`config.mk`:
```
export PLATFORM = sky130hd
export DESIGN_NAME = imu_ca_cordic
export DESIGN_NICKNAME = d
export VERILOG_FILES = /design/src/hw/rtl/imu_ca_pkg.sv /design/src/hw/rtl/imu_ca_cordic.sv
export SDC_FILE = /design/constraint.sdc
export NUM_CORES = 1
export LEC_CHECK = 0
export BUFFER_PORTS_ARGS = -buffer_cell sky130_fd_sc_hd__clkbuf_2
export CAP_MARGIN = 20
export CORE_MARGIN = 4
export CORE_UTILIZATION = 65
export DETAILED_ROUTE_END_ITERATION = 8
export GPL_ROUTABILITY_DRIVEN = 1
export PLACE_DENSITY_LB_ADDON = 0.15
export SLEW_MARGIN = 20
export SYNTH_ARGS = -nofsm -noshare
export SYNTH_HDL_FRONTEND = slang
export SYNTH_SLANG_ARGS = --single-unit
```
`constraint.sdc`:
```
create_clock -name clk -period 10.1 [get_ports clk]
set_input_delay 2.02 -clock clk [delete_from_list [all_inputs] [get_ports clk]]
set_output_delay 2.02 -clock clk [all_outputs]
set_load 0.01 [all_outputs]
```
`src/hw/rtl/imu_ca_pkg.sv`:
```
// Shared types, constants and tables for the complementary attitude block.
// Used by the divider, CORDIC lanes and the top level.
`timescale 1ns / 1ps
`default_nettype none
package imu_ca_pkg;

  localparam int CORDIC_STEPS_DEF    = 16;
  localparam int ANGLE_FRAC_BITS_DEF = 16;

  // field and datapath widths
  localparam int RAW_W    = 16;
  localparam int ANG_W    = 32;
  localparam int OFS_W    = 24;
  localparam int SUM_W    = 32;
  localparam int CNT_W    = 16;
  localparam int DT_W     = 24;
  localparam int TAU_W    = 16;
  localparam int CFG_W    = 24;
  localparam int NUM_W    = 54;
  localparam int DEN_W    = 36;
  localparam int DELTA_W  = 36;
  localparam int STEP_W   = 5;
  localparam int MAX_STEPS = 24;

  // register indexes
  typedef enum logic [1:0] {
    REG_GYRO_RANGE    = 2'd0,
    REG_BLEND_TAU     = 2'd1,
    REG_SAMPLE_PERIOD = 2'd2,
    REG_CAL_POINTS    = 2'd3
  } reg_idx_t;

  localparam logic ACT_MEASURE   = 1'b0;
  localparam logic ACT_CALIBRATE = 1'b1;

  typedef enum logic [3:0] {
    S_IDLE, S_CAL_CHK, S_MUL, S_DIV_GO, S_WAIT, S_OFF_WR, S_BLD_MUL, S_BLD_SUM, S_OUT
  } state_t;

  typedef struct packed {
    logic in_ready;
    logic div_go;
    logic cor_go;
  } ctl_t;

  // atan(2^-i) in degrees, Q.24
  function automatic logic signed [33:0] atan_lut(input logic [STEP_W-1:0] i);
    logic signed [33:0] v;
    unique case (i)
      5'd0:  v = 34'sd754974720;
      5'd1:  v = 34'sd445687602;
      5'd2:  v = 34'sd235489088;
      5'd3:  v = 34'sd119537938;
      5'd4:  v = 34'sd60000934;
      5'd5:  v = 34'sd30029717;
      5'd6:  v = 34'sd15018523;
      5'd7:  v = 34'sd7509720;
      5'd8:  v = 34'sd3754917;
      5'd9:  v = 34'sd1877466;
      5'd10: v = 34'sd938734;
      5'd11: v = 34'sd469367;
      5'd12: v = 34'sd234684;
      5'd13: v = 34'sd117342;
      5'd14: v = 34'sd58671;
      5'd15: v = 34'sd29335;
      5'd16: v = 34'sd14668;
      5'd17: v = 34'sd7334;
      5'd18: v = 34'sd3667;
      5'd19: v = 34'sd1833;
      5'd20: v = 34'sd917;
      5'd21: v = 34'sd458;
      5'd22: v = 34'sd229;
      5'd23: v = 34'sd115;
      default: v = 34'sd0;
    endcase
    return v;
  endfunction

  // gyro sensitivity times ten, LSB per deg/s
  function automatic logic [10:0] rate_div10(input logic [1:0] r);
    logic [10:0] v;
    unique case (r)
      2'd0: v = 11'd1310;
      2'd1: v = 11'd655;
      2'd2: v = 11'd328;
      2'd3: v = 11'd164;
    endcase
    return v;
  endfunction

endpackage
`default_nettype wire

```
`src/hw/rtl/imu_ca_cordic.sv`:
```
// CORDIC vectoring lane: atan2(y, x) in degrees, one micro-rotation per cycle.
// Depends on imu_ca_pkg for the arctangent table.
`timescale 1ns / 1ps
`default_nettype none
module imu_ca_cordic
  import imu_ca_pkg::*;
#(
  parameter int CORDIC_STEPS    = CORDIC_STEPS_DEF,
  parameter int ANGLE_FRAC_BITS = ANGLE_FRAC_BITS_DEF
) (
  input  wire logic                    clk,
  input  wire logic                    rst_n,
  input  wire logic                    start,
  input  wire logic signed [RAW_W-1:0] y_in,
  input  wire logic signed [RAW_W-1:0] x_in,
  output logic                         done,
  output logic signed [ANG_W-1:0]      angle
);
  localparam int N  = (CORDIC_STEPS < MAX_STEPS) ? CORDIC_STEPS : MAX_STEPS;
  localparam int SH = 24 - ANGLE_FRAC_BITS;
  localparam logic signed [33:0] HALF_TURN = 34'sd3019898880;

  logic                busy_r, done_r, axis_r;
  logic signed [39:0]  x_r, y_r, xs, ys, xe, ye;
  logic signed [33:0]  z_r, mz, qz;
  logic [STEP_W-1:0]   i_r;
  logic signed [ANG_W-1:0] axis_ang_r;

  assign xe = 40'(x_in);
  assign ye = 40'(y_in);
  assign xs = x_r >>> i_r;
  assign ys = y_r >>> i_r;

  // run the rotations
  always_ff @(posedge clk) begin
    if (!rst_n) begin
      busy_r <= 1'b0;
      done_r <= 1'b0;
    end else if (start) begin
      done_r <= 1'b0;
      i_r    <= '0;
      if (y_in == '0) begin
        axis_r     <= 1'b1;
        axis_ang_r <= x_in[RAW_W-1] ? (ANG_W'(180) <<< ANGLE_FRAC_BITS) : '0;
        done_r     <= 1'b1;
      end else begin
        axis_r <= 1'b0;
        busy_r <= 1'b1;
        if (x_in[RAW_W-1]) begin
          x_r <= (-xe) <<< 20;
          y_r <= (-ye) <<< 20;
          z_r <= y_in[RAW_W-1] ? -HALF_TURN : HALF_TURN;
        end else begin
          x_r <= xe <<< 20;
          y_r <= ye <<< 20;
          z_r <= '0;
        end
      end
    end else if (busy_r) begin
      if (!y_r[39]) begin
        x_r <= x_r + ys;
        y_r <= y_r - xs;
        z_r <= z_r + atan_lut(i_r);
      end else begin
        x_r <= x_r - ys;
        y_r <= y_r + xs;
        z_r <= z_r - atan_lut(i_r);
      end
      i_r <= i_r + STEP_W'(1);
      if (i_r == STEP_W'(N - 1)) begin
        busy_r <= 1'b0;
        done_r <= 1'b1;
      end
    end
  end

  // round to the output fraction, half away from zero
  assign mz = z_r[33] ? -z_r : z_r;
  assign qz = (mz + (34'sd1 <<< (SH - 1))) >>> SH;

  assign done  = done_r;
  assign angle = axis_r ? axis_ang_r : (z_r[33] ? ANG_W'(-qz) : ANG_W'(qz));
endmodule
`default_nettype wire

```
==> results.tsv <==
metric	value	unit
dpl ws	2950	ps
final setup TNS	0	ps
YS warnings	0	
Hold Crit Class	flop to flop	
vias	21400	
Hold Startpoint	busy_r$_SDFFE_PN0P_	
Crit Path Category	flop to output port	
most frequent cell after synthesis	nor2_1	
worst setup margin	2580	ps
PD cells	240	nW/um^2
drt total wl	65.7	mm
R2R Path End	y_r[33]$_DFFE_PP_	
router iterations before antenna repair	7	
GRT overflow	0	
die area	37100	um^2
Yosys top cell by area	edfxtp_1	
crit-path most repeated cell	nor4_2	
diode count	0	
Final GP Congestion	1.00	
drt drc	0	
share of cells above drive strength 1	12.3	%
number of synthesized flops with an enable pin	121	
post-route ant nets	0	
first-pass GRT wire length	104	mm
ys async rst share	0	%
wire per inst	21.2	um
unrepaired setup endpoints after global routing	no	
hold depth	2	
H-tree depth	4	
die width	193	um
dominant synthesized flop cell	edfxtp_1	
post-detailed-placement cell area	22700	um^2
Die Y	193	um
Startpoint Class	flop	
CTS root buffer	clkbuf_16	
Clock Path Buffers	2	
CTS tree	yes	
CTS Sinks	153	
largest net degree at the start of global routing	135	
CP peak stage delay	740	ps
CTS clk-pin slew, worst paths	70	ps
Syn Std Cell Area	22200	um^2
Core ar.	33600	um^2
vias in the first global route	19400	
critical-path cell list	nor4_2 -> nand4_1 -> o31a_1 -> o2bb2ai_1 -> nand3_1 -> mux2_2 -> nand4bb_1 -> or4_4 -> nor3b_2 -> nor4b_2 -> nor4_2 -> clkbuf_2	
cell family with most CP delay	simple AND/OR/NAND/NOR gates	
cts bufs inserted	17	
nets	2808	
outcome	completed	
R2R cell count	24	
skew final	15.9	ps
r2r setup slk	2710	ps
clock latency on the worst-skew pair	470	ps
Seq cells post-synth	153	
Worst Hold End	busy_r$_SDFFE_PN0P_	
MaxCap Viol Count	0	
initial antenna violation count	0	
Static Leak	9.33	nW
final instance area	23300	um^2
hold_buf cts	0	
Max Slew Vio Count	0	
Worst Path Max Fanout	12	
Final Critical Period	7520	ps
Detail Placement HPWL	49.9	mm
Syn Inst Count	2686	
Non-Filler Instances	3101	
initial drt markers	2866	
Resized Gates After CTS	0	
reg2reg start	i_r[1]$_SDFFCE_PP0P_	
peak supply drop	0.164	mV
Least-Margin Pin Slew	1120	ps
Hold Fails Final Rpt	0	
GRT Util Overall	34.8	%
Mapped Avg Cell Area	8.25	um^2
count of cell types in the netlist	108	
hold slack	506	ps
initial core utilization	66.0	%
final period utilization	74.4	%
synthesis-to-finish area growth	4.90	%
Util after Layout	69.2	%
Critical Path AT	5500	ps
placed cell count	3069	
Critical-path top delay cell	nor4_2	
Via density	6.89	
CP required	8080	ps
Syn Nets	2854	
register area share after synthesis	19.3	%
num ports	68	
top cells by count, synth	298 x nor2_1, 256 x nand2_1, 201 x a21oi_1	
Post-CTS Setup Repair Bufs	0	
Port Buffers	67	
relative slew slack	25.5	%
Buf/Inv on CP	1	
setup violators final	0	
CP Capture Type	output port	
share of the synthesized area in the top cell type	16.4	%
FP Rows	67	
total power	5.57	mW
top post-synthesis cells by area	edfxtp_1 16%, mux4_2 11%, ha_1 7.3%	
fmax	133	MHz
[worst max path at each step]
stage / start / to / slack [ps] / cells after the start
after floorplan: y_in[0] / x_r[0]$_SDFFCE_PP0P_ / 1360 / 6
after detailed placement: i_r[1]$_SDFFCE_PP0P_ / y_r[33]$_DFFE_PP_ / 2950 / 24
final: z_r[4]$_SDFFCE_PP0P_ / angle[21] / 2580 / 12
after global placement: z_r[4]$_SDFFCE_PP0P_ / angle[16] / 3200 / 15
after global routing: i_r[1]$_SDFFCE_PP0P_ / y_r[33]$_DFFE_PP_ / 2200 / 24
after CTS: z_r[4]$_SDFFCE_PP0P_ / angle[21] / 2610 / 17
[report_power, final]
part	internal (mW)	switching [mW]	total, mW	leakage, nW
Sequential	0.909	0.254	1.16	1.44
Clock	0.355	0.315	0.670	0.299
Combinational	1.60	2.14	3.74	7.59
Total	2.86	2.71	5.57	9.33
[final cells by class]
class                      instances  area, um^2
tap                              448         561
fill                            2743       10400
timing repair buffer              92         558
clock inverter                    13         121
clock buffer                      19         475
multi-input combinational       2302       17000
inverter                          74         278
sequential                       153        4270
[layer usage]
metal	part of all wire [%]	track usage (%)
met2	42	50.2
met1	44	52.8
met4	2.0	7.93
met5	0	0
met3	12	8.19
[kinds of logic (layout without fill, tap and decap cells)]
group	after synthesis	count (layout)	share of synthesized area, %
AOI/OAI and AO/OA	785	785	23.2
xor gates and xnor gates	271	271	10.7
adders and majority gates	133	133	7.61
buffers and inverters	231	198	4.16
DFF	153	153	19.3
muxes	186	186	14.9
and+or+nand+nor	927	927	20.2
[tightest hold or removal path: stages (launching register included)]
cell	delay (ps)
dfxtp_1	320
o21ai_0	70
a21boi_0	70
[layout by cell type, fill, tap and decap left out, types with 14 or more instances in the layout]
master,synthesis,routed
a211oi_1,32,32
and2_1,21,21
edfxtp_1,121,121
o21a_1,35,35
a21boi_0,14,14
o31ai_1,36,35
xnor2_1,162,162
o22ai_1,21,21
mux2i_1,51,51
nor3_1,75,75
a21o_1,79,79
nand2_1,256,256
mux4_2,112,112
dfxtp_1,32,32
nor2b_1,29,29
and3_1,36,36
a21oi_1,201,200
mux2_2,22,22
nand2b_1,30,30
o211ai_1,19,19
nor2_1,298,298
ha_1,130,130
o21bai_1,14,14
clkbuf_16,0,19
inv_1,68,67
or3_1,27,27
nand3_1,47,47
a31oi_1,41,41
buf_4,3,23
clkbuf_2,0,66
or2_2,15,15
o21ai_0,160,160
xor2_1,108,108
(Power assumes the default switching activity.)
