==> config.mk <==
export PLATFORM = sky130hd
export DESIGN_NAME = imu_ca_divider
export DESIGN_NICKNAME = d
export VERILOG_FILES = /design/src/hw/rtl/imu_ca_pkg.sv /design/src/hw/rtl/imu_ca_divider.sv
export SDC_FILE = /design/constraint.sdc
export NUM_CORES = 1
export LEC_CHECK = 0
export BUFFER_PORTS_ARGS = -buffer_cell sky130_fd_sc_hd__buf_2
export CORE_UTILIZATION = 30
export DETAILED_ROUTE_END_ITERATION = 16
export PLACE_DENSITY = 0.54
export SLEW_MARGIN = 20
export SYNTH_ARGS = -nofsm -noshare
export SYNTH_HDL_FRONTEND = slang
export SYNTH_SLANG_ARGS = --single-unit
==> constraint.sdc <==
create_clock -name clk -period 6.7 [get_ports clk]
set_input_delay 0.67 -clock clk [delete_from_list [all_inputs] [get_ports clk]]
set_output_delay 0.67 -clock clk [all_outputs]
set_load 0.1 [all_outputs]
==> src/hw/rtl/imu_ca_pkg.sv <==
// Shared types, constants and tables for the complementary attitude block.
// Used by the divider, CORDIC lanes and the top level.
`timescale 1ns / 1ps
`default_nettype none
package imu_ca_pkg;

  localparam int CORDIC_STEPS_DEF    = 16;
  localparam int ANGLE_FRAC_BITS_DEF = 16;

  // field and datapath widths
  localparam int RAW_W    = 16;
  localparam int ANG_W    = 32;
  localparam int OFS_W    = 24;
  localparam int SUM_W    = 32;
  localparam int CNT_W    = 16;
  localparam int DT_W     = 24;
  localparam int TAU_W    = 16;
  localparam int CFG_W    = 24;
  localparam int NUM_W    = 54;
  localparam int DEN_W    = 36;
  localparam int DELTA_W  = 36;
  localparam int STEP_W   = 5;
  localparam int MAX_STEPS = 24;

  // register indexes
  typedef enum logic [1:0] {
    REG_GYRO_RANGE    = 2'd0,
    REG_BLEND_TAU     = 2'd1,
    REG_SAMPLE_PERIOD = 2'd2,
    REG_CAL_POINTS    = 2'd3
  } reg_idx_t;

  localparam logic ACT_MEASURE   = 1'b0;
  localparam logic ACT_CALIBRATE = 1'b1;

  typedef enum logic [3:0] {
    S_IDLE, S_CAL_CHK, S_MUL, S_DIV_GO, S_WAIT, S_OFF_WR, S_BLD_MUL, S_BLD_SUM, S_OUT
  } state_t;

  typedef struct packed {
    logic in_ready;
    logic div_go;
    logic cor_go;
  } ctl_t;

  // atan(2^-i) in degrees, Q.24
  function automatic logic signed [33:0] atan_lut(input logic [STEP_W-1:0] i);
    logic signed [33:0] v;
    unique case (i)
      5'd0:  v = 34'sd754974720;
      5'd1:  v = 34'sd445687602;
      5'd2:  v = 34'sd235489088;
      5'd3:  v = 34'sd119537938;
      5'd4:  v = 34'sd60000934;
      5'd5:  v = 34'sd30029717;
      5'd6:  v = 34'sd15018523;
      5'd7:  v = 34'sd7509720;
      5'd8:  v = 34'sd3754917;
      5'd9:  v = 34'sd1877466;
      5'd10: v = 34'sd938734;
      5'd11: v = 34'sd469367;
      5'd12: v = 34'sd234684;
      5'd13: v = 34'sd117342;
      5'd14: v = 34'sd58671;
      5'd15: v = 34'sd29335;
      5'd16: v = 34'sd14668;
      5'd17: v = 34'sd7334;
      5'd18: v = 34'sd3667;
      5'd19: v = 34'sd1833;
      5'd20: v = 34'sd917;
      5'd21: v = 34'sd458;
      5'd22: v = 34'sd229;
      5'd23: v = 34'sd115;
      default: v = 34'sd0;
    endcase
    return v;
  endfunction

  // gyro sensitivity times ten, LSB per deg/s
  function automatic logic [10:0] rate_div10(input logic [1:0] r);
    logic [10:0] v;
    unique case (r)
      2'd0: v = 11'd1310;
      2'd1: v = 11'd655;
      2'd2: v = 11'd328;
      2'd3: v = 11'd164;
    endcase
    return v;
  endfunction

endpackage
`default_nettype wire

==> src/hw/rtl/imu_ca_divider.sv <==
// Restoring divider lane, one quotient bit per cycle, rounds half away from zero.
// Depends on imu_ca_pkg for widths.
`timescale 1ns / 1ps
`default_nettype none
module imu_ca_divider
  import imu_ca_pkg::*;
(
  input  wire logic                    clk,
  input  wire logic                    rst_n,
  input  wire logic                    start,
  input  wire logic signed [NUM_W-1:0] num,
  input  wire logic        [DEN_W-1:0] den,
  output logic                         done,
  output logic signed [NUM_W-1:0]      quot
);
  localparam int CW = $clog2(NUM_W + 1);

  logic             busy_r, done_r, neg_r;
  logic [NUM_W-1:0] q_r;
  logic [DEN_W-1:0] rem_r, den_r;
  logic [CW-1:0]    cnt_r;
  logic [NUM_W-1:0] mag;
  logic [DEN_W:0]   rsh;

  assign mag = num[NUM_W-1] ? NUM_W'(-num) : NUM_W'(num);
  assign rsh = {rem_r, q_r[NUM_W-1]};

  // iterate one bit per cycle
  always_ff @(posedge clk) begin
    if (!rst_n) begin
      busy_r <= 1'b0;
      done_r <= 1'b0;
    end else if (start) begin
      busy_r <= 1'b1;
      done_r <= 1'b0;
      neg_r  <= num[NUM_W-1];
      q_r    <= mag + NUM_W'(den >> 1);
      rem_r  <= '0;
      den_r  <= den;
      cnt_r  <= CW'(NUM_W);
    end else if (busy_r) begin
      if (rsh >= {1'b0, den_r}) begin
        rem_r <= DEN_W'(rsh - {1'b0, den_r});
        q_r   <= {q_r[NUM_W-2:0], 1'b1};
      end else begin
        rem_r <= rsh[DEN_W-1:0];
        q_r   <= {q_r[NUM_W-2:0], 1'b0};
      end
      cnt_r <= cnt_r - CW'(1);
      if (cnt_r == CW'(1)) begin
        busy_r <= 1'b0;
        done_r <= 1'b1;
      end
    end
  end

  assign done = done_r;
  assign quot = neg_r ? -$signed(q_r) : $signed(q_r);
endmodule
`default_nettype wire

==> results_dict.tcl, run 1 <==
set metrics [dict create \
    synth.net_count 1527 \
    yosys_warnings 0 \
    first_iter_violations 675 \
    crit_arrival_ps 4870 \
    cts_buffers 17 \
    synth_area_per_cell_um2 9.03 \
    ff_latch_area_um2 4030 \
    start_util 0.306 \
    grtUsageTotal 0.177 \
    timing.rr.start "rem_r[3]$_SDFFCE_PP0P_" \
    nFillCells 4099 \
    synth_seq_area_share 0.330 \
    final_cells 2012 \
    cp_common_cell "or2_2" \
    setup_tns_ps 0 \
    layout_commonest_cell "buf_2" \
    cp-start-kind "flop" \
    wl_mm 36.9 \
    p_leak_nw 5.51 \
    die_y_um 204 \
    worstPathCellList "or3_1 -> or2_2 -> nor4_1 -> nand3_1 -> or2_2 -> or4_4 -> or4b_4 -> o31ai_4 -> xnor2_1 -> buf_2" \
    hold_violations 0 \
    worstSkewPairLatency_ps 430 \
    worst_pin_slew_ps 1020 \
    synth_edf_count 133 \
    routabilityCongestion 0.912 \
    yosysUniqueCellTypes 75 \
    critical-path-top-delay-family "simple AND/OR/NAND/NOR gates" \
    multiInputGateArea_um2 7710 \
    rows 73 \
    fmax_ghz 0.181 \
    dieArea_um2 41600 \
    grt-ovfl-total 0 \
    dp_hpwl_mm 29.4 \
    yosysTopAreaCell "edfxtp_1" \
    rr_worst_depth 10 \
    antenna_found_initial 2 \
    period_needed_ps 5540 \
    drv_slew 0 \
    via_per_inst 5.26 \
    fin_crit_sh 0.827 \
    cts_tree "yes" \
    io_pins 148 \
    drt.antenna.violating_nets 0 \
    clk_pin_slew_worst_paths_ps 60 \
    status "finished, final reports clean" \
    cts_max_level 4 \
    whs_endpoint "den_r[0]$_DFFE_PP_" \
    ys_seq_elements 135 \
    layout-drive-gt1-share 0.165 \
    final_cell_mix "buf_2, xnor2_1, edfxtp_1" \
    min-delay-start "den[0]" \
    ctsResizeCount 0 \
    rr_endpoint "q_r[0]$_DFFE_PP_" \
    path_buf_inv 1 \
    synth_async_sr_flop_share 0 \
    netlist_area_um2 12200 \
    cap_violations 0 \
    cp_slowest_cell "nor4_1" \
    cp-end-kind "output port" \
    final_nets 1644 \
    crit_path_max_incr_delay_ps 620 \
    remaining_drc_errors 0 \
    p_per_area_nw_per_um2 258 \
    finalSetupViolCount 0 \
    grt_pass1_wl_mm 57.2 \
    worstPathRequired_ps 6030 \
    vias 10600 \
    fp.dieW_um 204 \
    cp_max_fo 7 \
    placeableCoreArea_um2 40000 \
    detail_route.wl_per_cell_um 18.3 \
    areaGrowthSynthToFinish_pct 15.4 \
    hold_depth 1 \
    grt_pass1_vias 10200 \
    syn_inst 1355 \
    io_buffer_count 147 \
    synth_area_leaders "edfxtp_1, xnor2_1, ha_1" \
    root_buffer "clkbuf_16" \
    relSlewSlack 0.323 \
    rsz0062_at_grt "false" \
    postCtsSetupRepairBufs 0 \
    critPathKind "flop to output port" \
    ctsHoldBuffers 0 \
    drt-pass1-iter-count 5 \
    dp.cells 1978 \
    synth_top_area_frac 0.327 \
    ys.flop_type "edfxtp_1" \
    reg2reg_slack_ps 2040 \
    clockBufferDepth 2 \
    ir_worst_vdd_mv 0.199 \
    cts.sinks 135 \
    min_path_type "primary input to flop" \
    skew_ps 11.9 \
    grt_max_degree 70 \
]
==> layout make-up <==
cell class / count / area share
Antenna cell: 3 / 0.000532
Clock buffer: 18 / 0.0304
Clock inverter: 13 / 0.0145
Inverter: 68 / 0.0182
Multi-Input combinational cell: 1093 / 0.546
Sequential cell: 135 / 0.286
Tap cell: 525 / 0.0465
Timing Repair Buffer: 157 / 0.0576
==> worst reg2reg max path, delay by kind of cell, from the launching register on <==
| kind | cells | cell delay [ps] |
|---|---|---|
| AO/OA/AOI/OAI | 3 | 380 |
| adder cells (fa/ha/maj) | 1 | 390 |
| buffers and inverters | 1 | 400 |
| flip-flops | 1 | 420 |
| multiplexers | 1 | 330 |
| AND/OR/NAND/NOR | 4 | 2510 |
==> per-layer routing <==
metal	vias up	track usage	part of all wire
li1	5306	-	-
met3	32	0.0244	0.039
met5	-	0	0
met4	0	0.0510	0.018
met2	199	0.289	0.46
met1	5050	0.242	0.48
==> cell usage after synthesis (all sizes together), types with 4 or more instances <==
cell type  instances
a2111oi            4
a211oi            14
a21boi             6
a21o              36
a21oi             80
a31o               4
a31oi             11
and2               6
and3              11
buf                5
clkbuf            54
edfxtp           133
ha                77
inv               68
mux2              32
mux2i             30
nand2             99
nand2b            13
nand3             27
nand3b             8
nand4             22
nand4b             6
nor2             104
nor2b              8
nor3              30
nor3b              4
nor4              26
nor4b              4
o2111ai            4
o211ai             8
o21a              10
o21ai             82
o21bai             9
o31a               5
o31ai             41
o41ai             16
or2               16
or3               18
or4               13
xnor2            133
xor2              37
==> registers in the layout, summed over array words and instances, names as in the netlist <==
name / cells
q_r: 54
den_r: 36
rem_r: 36
cnt_r: 6
busy_r: 1
done: 1
neg_r: 1
==> cells by family (layout without fill, tap and decap cells) <==
logic type / Yosys count / in the layout / share of synthesized area
muxes: 62 / 62 / 0.0540
AOI/OAI and AO/OA: 360 / 360 / 0.195
and+or+nand+nor: 422 / 422 / 0.177
adders and majority gates: 79 / 79 / 0.0820
other: 0 / 3 / 0
xor gates and xnor gates: 170 / 170 / 0.122
buffers and inverters: 127 / 256 / 0.0400
DFF: 135 / 135 / 0.330
==> report_power, final <==
part | internal, mW | total [mW] | switching (mW)
combinational | 0.483 | 1.50 | 1.02
clock | 0.657 | 1.03 | 0.373
sequential | 1.04 | 1.11 | 0.0675
total | 2.18 | 3.64 | 1.46
==> worst max path at each step <==
stage | startpoint | end | depth (start not counted) | slack (ps)
detailed placement | num[12] | q_r[52]$_DFFE_PP_ | 16 | 1010
finish | q_r[2]$_DFFE_PP_ | quot[49] | 10 | 1160
global placement | num[12] | q_r[52]$_DFFE_PP_ | 16 | 1150
floorplan | num[53] | q_r[52]$_DFFE_PP_ | 15 | 1630
CTS | q_r[4]$_DFFE_PP_ | quot[49] | 10 | 1080
global route | q_r[4]$_DFFE_PP_ | quot[49] | 10 | 860
==> metrics by stage <==
stage	power (mW)	cell area [um2]	setup WS [ps]	util	hold slack, ps
2_1_floorplan	2.29	12200	1630	-	562
3_3_place_gp	2.62	13500	1150	0.337	560
3_5_place_dp	2.63	13500	1010	0.337	565
4_1_cts	3.66	14100	1080	0.353	394
5_1_grt	3.83	14100	858	0.353	403
6_report	3.64	14100	1160	0.353	420
No activity file was read; power rests on OpenSTA's default activity.
==> inputs of run 2 (changes only) <==
--- a/config.mk
+++ b/config.mk
@@ -8,7 +8,7 @@
 export BUFFER_PORTS_ARGS = -buffer_cell sky130_fd_sc_hd__buf_2
 export CORE_UTILIZATION = 30
 export DETAILED_ROUTE_END_ITERATION = 16
-export PLACE_DENSITY = 0.54
+export PLACE_DENSITY = 0.55
 export SLEW_MARGIN = 20
 export SYNTH_ARGS = -nofsm -noshare
 export SYNTH_HDL_FRONTEND = slang
==> constraint.sdc (replaced) <==
create_clock -name clk -period 4.78 [get_ports clk]
set_input_delay 0.478 -clock clk [delete_from_list [all_inputs] [get_ports clk]]
set_output_delay 0.478 -clock clk [all_outputs]
set_load 0.1 [all_outputs]
==> run 2 against run 1 <==
Compared with the run above:
- sequential share of layout area fell by 1.5 points
- first-iteration DRC count shrank 5.6%
- clock-buffer cell count grew 1
- hold slack got worse by 180 ps
- largest cell class unchanged
- clock power grew 29%
- wire length grew 1.8%
- critical endpoint unchanged
- utilization is 1.9 points higher
- register-to-register slack worse by 1200 ps
- highest routed layer unchanged
==> results_dict.tcl, run 2 (same netlist as run 1, synthesis figures left out) <==
set metrics [dict create \
    dp_hpwl_mm 30.1 \
    clk_pin_slew_worst_paths_ps 60 \
    seqPwrFrac 0.304 \
    setup_slack_ps 2.19 \
    worst_pin_slew_ps 951 \
    cp_max_fo 4 \
    final_cell_mix "buf_2, edfxtp_1, xnor2_1" \
    crit_arrival_ps 4300 \
    min_path_type "primary input to flop" \
    vias 11200 \
    cap_violations 0 \
    antenna_found_initial 0 \
    whs_ps 235 \
    cp_common_cell "or4_4" \
    cp-end-kind "output port" \
    switching_share 0.403 \
    first_iter_violations 637 \
    layout-drive-gt1-share 0.219 \
    detail_route.wl_per_cell_um 17.8 \
    cts_tree "yes" \
    nFillCells 4141 \
    ir_worst_vdd_mv 0.271 \
    grt_pass1_vias 10600 \
    crit_path_max_incr_delay_ps 580 \
    hold_violations 0 \
    dieArea_um2 41600 \
    p_comb_frac 0.436 \
    largest_register "q_r" \
    fmax_ghz 0.209 \
    place_ws_ps -519 \
    root_buffer "clkbuf_16" \
    via_per_inst 5.31 \
    areaGrowthSynthToFinish_pct 21.6 \
    clkPwrFrac 0.260 \
    critPathKind "flop to output port" \
    fin_crit_sh 1.00 \
    finalSetupViolCount 0 \
    switchingPower_mw 2.06 \
    routabilityCongestion 0.895 \
    remaining_drc_errors 0 \
    drv_slew 0 \
    setup_tns_ps 0 \
    clockBufferDepth 2 \
    grt_pass1_wl_mm 58.5 \
    relSlewSlack 0.366 \
    cellInternalPower_mw 3.06 \
    worstPathCellList "or4_4 -> nor4_4 -> or3b_4 -> or4_4 -> or2_4 -> or4_4 -> or4b_4 -> o31ai_4 -> xnor2_2 -> buf_12" \
    cts_buffers 17 \
    multiInputGateArea_um2 7750 \
    largest_reg_flops 54 \
    drt-pass1-iter-count 5 \
    ff_latch_area_um2 4030 \
    placeableCoreArea_um2 40000 \
    p_per_area_nw_per_um2 344 \
    stdcell_area_um2 14900 \
    n_antenna_cell 0 \
    rows 73 \
    cp_slowest_cell "or4_4" \
    start_util 0.306 \
    final_nets 1739 \
    die_y_um 204 \
    worstSkewPairLatency_ps 420 \
    grtUsageTotal 0.179 \
    reg_top3 "q_r: 54 flops, den_r: 36 flops, rem_r: 36 flops" \
    io_buffer_count 147 \
    p_leak_nw 5.98 \
    cts.sinks 135 \
    cp-start-kind "flop" \
    status "finished, final reports clean" \
    wl_mm 37.6 \
    skew_ps 6.97 \
    grt_max_degree 65 \
    period_needed_ps 4780 \
    ctsHoldBuffers 0 \
    drt.antenna.violating_nets 0 \
    io_pins 148 \
    fp.dieW_um 204 \
    placed_area_um2 14200 \
    layout_commonest_cell "buf_2" \
    grt-ovfl-total 0 \
    cts_max_level 4 \
    rsz0062_at_grt "true" \
    worstPathRequired_ps 4300 \
]
-- run 2: cell type report --
cell class                      count  area share
Clock buffer                       19      0.0291
Clock inverter                     13      0.0105
Inverter                           68      0.0172
Multi-Input combinational cell   1093       0.521
Sequential cell                   135       0.271
Tap cell                          525      0.0441
Timing Repair Buffer              252       0.107
-- run 2: power by group through the flow --
stage	Combinational, mW	Sequential [mW]	Clock (mW)
5_1_grt	2.41	1.57	1.40
3_3_place_gp	2.19	1.58	0
3_5_place_dp	2.21	1.58	0
4_1_cts	2.22	1.56	1.36
6_report	2.23	1.56	1.33
2_1_floorplan	1.66	1.55	0
-- run 2: worst max-delay path, delay by kind of cell, from the launching register on --
kind | cells | cell delay, ps
flops | 1 | 400
xor+xnor | 1 | 170
simple gates | 7 | 2880
buf+inv | 1 | 200
compound gates | 1 | 230
-- run 2: per-layer routing --
layer | GRT usage | vias up | wire length (um)
li1 | - | 5486 | -
met1 | 0.247 | 5410 | 17900
met2 | 0.291 | 240 | 17500
met3 | 0.0230 | 36 | 1470
met4 | 0.0508 | 0 | 680
met5 | 0 | - | 0
-- run 2: through the flow --
step	cells	power [mW]	utilization
final	2105	5.12	0.372
after global routing	2105	5.38	0.372
after detailed placement	2065	3.79	0.354
after global placement	2065	3.77	0.354
after floorplan	1355	3.21	-
after CTS	2102	5.14	0.370
-- run 2: final timing paths --
path,cells past startpoint,end,startpoint,slack (ps)
hold reg to reg,2,rem_r[22]$_SDFFCE_PP0P_,rem_r[21]$_SDFFCE_PP0P_,600
setup reg to reg,11,q_r[0]$_DFFE_PP_,rem_r[3]$_SDFFCE_PP0P_,810
hold / removal,1,den_r[0]$_DFFE_PP_,den[0],230
setup / recovery,10,quot[49],q_r[26]$_DFFE_PP_,2
-- run 2: repair_timing --
action,in CTS,in global routing
resized for setup,4,8
setup endpoints to repair,5,10
buffers inserted,5,3
pin swaps,1,1
